<file path="src/chs_pkg.sv">
// Package for the chained hash set: sizes, pointer widths and the
// controller/datapath command and status structs. No dependencies.
`timescale 1ns / 1ps

package chs_pkg;

    // Table sizes; BUCKETS must be a power of two (bucket = low key bits)
    localparam int BUCKETS   = 1024;
    localparam int NODES     = 4096;
    localparam int KEY_WIDTH = 32;

    // Field widths of the ports
    localparam int IN_KEY_W  = 32;

    // Derived widths
    localparam int BUCKET_W  = $clog2(BUCKETS);
    localparam int NODE_W    = $clog2(NODES);
    // Chain pointer: 0 is end of chain, n names node n-1
    localparam int PTR_W     = $clog2(NODES + 1);

    // Opcode values
    localparam logic OP_INSERT = 1'b0;
    localparam logic OP_QUERY  = 1'b1;

    // Controller to datapath commands
    typedef struct packed {
        logic clr_step;    // write zero to one bucket head, advance sweep
        logic load;        // accept item, read bucket head
        logic ins_commit;  // store node, link at head, bump pool count
        logic walk_start;  // read node named by bucket head
        logic walk_next;   // read node named by current link
        logic res_valid;   // register a result
        logic res_found;
        logic res_full;
    } t_cmd;

    // Datapath to controller status
    typedef struct packed {
        logic clr_last;    // sweep at last bucket
        logic is_query;    // latched opcode is a query
        logic pool_full;   // every node taken
        logic head_null;   // bucket head ends the chain
        logic link_null;   // node link ends the chain
        logic key_match;   // node key equals item key
    } t_status;

endpackage

</file>
<file path="src/chs_ctrl.sv">
// Controller of the chained hash set: clear sweep, item accept, insert
// commit and chain walk sequencing. Uses chs_pkg.
`timescale 1ns / 1ps

module chs_ctrl import chs_pkg::*; (
    input  logic    i_clk,
    input  logic    i_rst_n,
    input  logic    start,
    output logic    busy,
    input  t_status i_status,
    output t_cmd    o_cmd
);

    localparam logic [1:0] S_CLEAR = 2'd0;
    localparam logic [1:0] S_IDLE  = 2'd1;
    localparam logic [1:0] S_HEAD  = 2'd2;
    localparam logic [1:0] S_NODE  = 2'd3;

    logic [1:0] r_state;
    logic [1:0] n_state;

    // Next state and commands
    always_comb begin
        n_state = r_state;
        o_cmd   = '0;
        case (r_state)
            S_CLEAR: begin
                o_cmd.clr_step = 1'b1;
                if (i_status.clr_last) begin
                    n_state = S_IDLE;
                end
            end
            S_IDLE: begin
                if (start) begin
                    o_cmd.load = 1'b1;
                    n_state    = S_HEAD;
                end
            end
            S_HEAD: begin
                if (!i_status.is_query) begin
                    o_cmd.res_valid = 1'b1;
                    if (i_status.pool_full) begin
                        o_cmd.res_full = 1'b1;
                    end else begin
                        o_cmd.ins_commit = 1'b1;
                    end
                    n_state = S_IDLE;
                end else if (i_status.head_null) begin
                    o_cmd.res_valid = 1'b1;
                    n_state         = S_IDLE;
                end else begin
                    o_cmd.walk_start = 1'b1;
                    n_state          = S_NODE;
                end
            end
            S_NODE: begin
                if (i_status.key_match) begin
                    o_cmd.res_valid = 1'b1;
                    o_cmd.res_found = 1'b1;
                    n_state         = S_IDLE;
                end else if (i_status.link_null) begin
                    o_cmd.res_valid = 1'b1;
                    n_state         = S_IDLE;
                end else begin
                    o_cmd.walk_next = 1'b1;
                end
            end
            default: begin
                n_state = S_IDLE;
            end
        endcase
    end

    // State register; reset starts the bucket clear sweep
    always_ff @(posedge i_clk) begin
        if (!i_rst_n) begin
            r_state <= S_CLEAR;
        end else begin
            r_state <= n_state;
        end
    end

    assign busy = (r_state != S_IDLE);

`ifndef SYNTH
    // An accepted transfer always moves on to the head lookup
    a_accept: assert property (@(posedge i_clk) disable iff (!i_rst_n)
        (start && !busy) |=> r_state == S_HEAD)
        else $error("accepted item did not start head lookup");

    // After a result the controller is free again
    a_res_idle: assert property (@(posedge i_clk) disable iff (!i_rst_n)
        o_cmd.res_valid |=> r_state == S_IDLE)
        else $error("controller busy after result");

    // Insert results only come from the head step
    a_ins_src: assert property (@(posedge i_clk) disable iff (!i_rst_n)
        (o_cmd.res_valid && !i_status.is_query) |-> r_state == S_HEAD)
        else $error("insert result outside head step");
`endif

endmodule

</file>
<file path="config.mk">
export PLATFORM = sky130hd
export DESIGN_NAME = chs_ctrl
export DESIGN_NICKNAME = d
export VERILOG_FILES = /design/src/chs_pkg.sv /design/src/chs_ctrl.sv
export SDC_FILE = /design/constraint.sdc
export NUM_CORES = 1
export LEC_CHECK = 0
export BUFFER_PORTS_ARGS = -buffer_cell sky130_fd_sc_hd__buf_2
export CORE_AREA = 5 5 42 44
export DETAILED_ROUTE_END_ITERATION = 8
export DIE_AREA = 0 0 47 49
export GPL_TIMING_DRIVEN = 0
export PLACE_DENSITY_LB_ADDON = 0.3
export REMOVE_ABC_BUFFERS = 1
export SYNTH_ARGS = -nofsm -noshare
export SYNTH_HDL_FRONTEND = slang
export SYNTH_SLANG_ARGS = --single-unit
</file>
<file path="constraint.sdc">
create_clock -name i_clk -period 1.53 [get_ports i_clk]
set_clock_uncertainty 0.05 [all_clocks]
set_input_delay 0.153 -clock i_clk [delete_from_list [all_inputs] [get_ports i_clk]]
set_output_delay 0.153 -clock i_clk [all_outputs]
set_load 0.01 [all_outputs]
</file>
==> impl_metrics.csv <==
group,metric,value,unit
logic_synthesis,yosysWarnings,0,
critical_path,start_kind,"flip-flop",
logic_synthesis,synth_xor_area_share,0,%
drt,first_pass_iters,3,
placement,pre_cts_ws,33.4,ps
worst_hold_path,hold_path_end,"r_state[0]",
cells_and_area,final_cell_mix,"buf_2, ha_1, o21ai_1, clkbuf_4",
grt,grt_pass1_wl,1240,um
power,p_per_area,676,nW/um2
cells_and_area,final_layout_size_suffix_gt1_share,54.5,%
floorplan,die_h,49,um
critical_path,reg2reg_from,"r_state[1]",
critical_path,reg2reg_slack,80,ps
cells_and_area,area_delta_synth_final,63.8,%
worst_hold_path,holdCritPathClass,"in2reg",
logic_synthesis,seq_area_frac_synth,14.7,%
cells_and_area,top_register,"r_state",
cells_and_area,nNetsFinal,72,
floorplan,core_area,1400,um2
cells_and_area,utilization,31.9,%
cells_and_area,final_common_cell,"buf_2",
grt,grt_pass1_vias,303,
grt,grt-ovfl-total,0,
critical_path,reg2reg_depth,6,
floorplan,io_pins,18,
logic_synthesis,synth_area,273,um2
clocking,cts.sinks,2,
logic_synthesis,synth_top_area_cell,"ha_1",
grt,grt_max_degree,5,
sta,fmax,664,MHz
placement,dp.cells,66,
drt,vias,311,
critical_path,critPathCaptureType,"primary output",
drt,drc,0,
floorplan,num_rows,14,
placement,port_buffers,17,
drt,wire_per_inst,10.5,um
drt,ant_nets,0,
clocking,postCtsHoldBufs,0,
sta,slew_headroom,84.2,%
logic_synthesis,synth_top_family_by_area,"simple AND/OR/NAND/NOR gates",
clocking,cts_buffers,3,
logic_synthesis,synth.avg_cell_area,8.27,um2
sta,tightest_slew,234,ps
critical_path,crit_arrival,1300,ps
drt,drtIter0Drc,3,
cells_and_area,reg_top3,"r_state x2",
cells_and_area,largest_register_ff_count,2,
placement,dp_hpwl,607,um
grt,grtUsageTotal,7.45,%
logic_synthesis,synthTopCellsByArea,"ha_1, dfxtp_1, and3b_1",
clocking,cts_tree,"done",
power,p_leak,0.234,nW
floorplan,initial_utilization,19.5,%
cells_and_area,final_cells,71,
sta,min_period,1510,ps
logic_synthesis,synth_seq_cells,2,
logic_synthesis,synth_compound_area_share,15.1,%
clocking,root_buffer,"clkbuf_4",
sta,hold_violations,0,
worst_hold_path,hp-start,"i_rst_n",
sta,drv_slew,0,
drt,vias_per_cell,4.38,
clocking,clockBufferDepth,2,
logic_synthesis,synthSimpleGateAreaFrac,37.2,%
drt,wirelength,746,um
logic_synthesis,ys_types,18,
worst_hold_path,holdPathStages,2,
clocking,clkTransAtPathRegs,30,ps
logic_synthesis,muxShareOfSynthArea,0,%
logic_synthesis,synth-adder-area-share,27.5,%
cells_and_area,diodes,0,
sta,rsz0062_at_grt,"yes",
sta,fin_crit_sh,98.4,%
placement,gp_congestion,0.746,
critical_path,worstPathMaxFanout,4,
critical_path,critical_path_class,"reg2out",
power,vdd_drop_max,207,uV
flow_run,cap_violations,0,
outcome,status,"completed",
logic_synthesis,netlist_instances,33,
sta,setup_viol,0,
logic_synthesis,yosys.area.top_type_share,27.5,%
cells_and_area,fillers,165,
clocking,clk_latency,220,ps
clocking,htree_levels,1,
sta,setup_ws,24.0,ps
floorplan,die_area,2300,um2
grt,antenna_found_initial,0,
floorplan,die_x,47,um
critical_path,crit_required,1330,ps
critical_path,r2r_end,"r_state[1]",
==> cells by family after synthesis <==
family / count (synthesis)
buf+inv: 4
simple gates: 14
compound gates: 7
flops: 2
fa+ha+maj: 6
==> metrics by stage <==
| stage | hold WS [ps] | power, mW | cell area [um2] | setup TNS (ps) |
|---|---|---|---|---|
| after floorplan | 249 | 0.132 | 273 | 0 |
| after global placement | 367 | 0.173 | 378 | 0 |
| after detailed placement | 370 | 0.173 | 378 | 0 |
| after CTS | 138 | 0.309 | 435 | 0 |
| after global routing | 140 | 0.337 | 447 | -22.6 |
| final | 148 | 0.302 | 447 | 0 |
==> per-layer routing <==
layer / global-route usage [%] / routed length, um
met1: 8.53 / 325
met2: 10.9 / 355
met3: 2.58 / 65
met4: 5.53 / 0
met5: 0 / 0
==> where the power goes <==
group	switching (mW)	internal (mW)	leakage [nW]
Clock	0.0294	0.0865	0.0138
Combinational	0.0588	0.0578	0.202
Sequential	0.00914	0.0606	0.0178
Total	0.0972	0.205	0.234
==> worst max-delay path, stage by stage, from the launching register on <==
cell and delay, ps:
dfxtp_4 360, ha_4 140, or3b_4 410, inv_4 80
buf_6 90
==> final cells by class <==
class                           count  area, um2  share of cell area [%]
Multi-Input combinational cell     27        233                    52.1
Inverter                            4       17.5                    3.92
Tap cell                           16       20.0                    4.48
Clock buffer                        3       22.5                    5.04
Timing Repair Buffer               19        106                    23.8
Sequential cell                     2       47.5                    10.6
==> synth_stat cells <==
| cell type | number |
|---|---|
| o311ai_1 | 1 |
| and3_1 | 1 |
| inv_1 | 2 |
| o31ai_1 | 1 |
| nor3b_1 | 1 |
| ha_1 | 6 |
| dfxtp_1 | 2 |
| nand2b_1 | 2 |
| o21ai_1 | 2 |
| and2_1 | 1 |
| inv_2 | 2 |
| nor2b_1 | 2 |
| and3b_1 | 2 |
| and2_2 | 1 |
| and2b_1 | 1 |
| or3b_4 | 1 |
| nand4_1 | 2 |
| o21ai_0 | 3 |
==> worst max-delay path by stage <==
| stage | start | endpoint | slack (ps) | depth (start not counted) |
|---|---|---|---|---|
| after floorplan | r_state[0] | r_state[0] | 120 | 5 |
| after global placement | r_state[0] | r_state[0] | 50 | 5 |
| after detailed placement | r_state[1] | r_state[0] | 30 | 5 |
| after CTS | r_state[0] | o_cmd[3] | 1 | 4 |
| after global routing | r_state[1] | o_cmd[3] | -20 | 4 |
| final | r_state[1] | o_cmd[3] | 20 | 4 |
==> timing repair <==
item,CTS,global route
endpoints found under the setup margin,1,3
buffers inserted,2,0
gates cloned,0,0
resized for setup,6,4
pin swaps,0,1
Power figures use the tool's default switching activity.
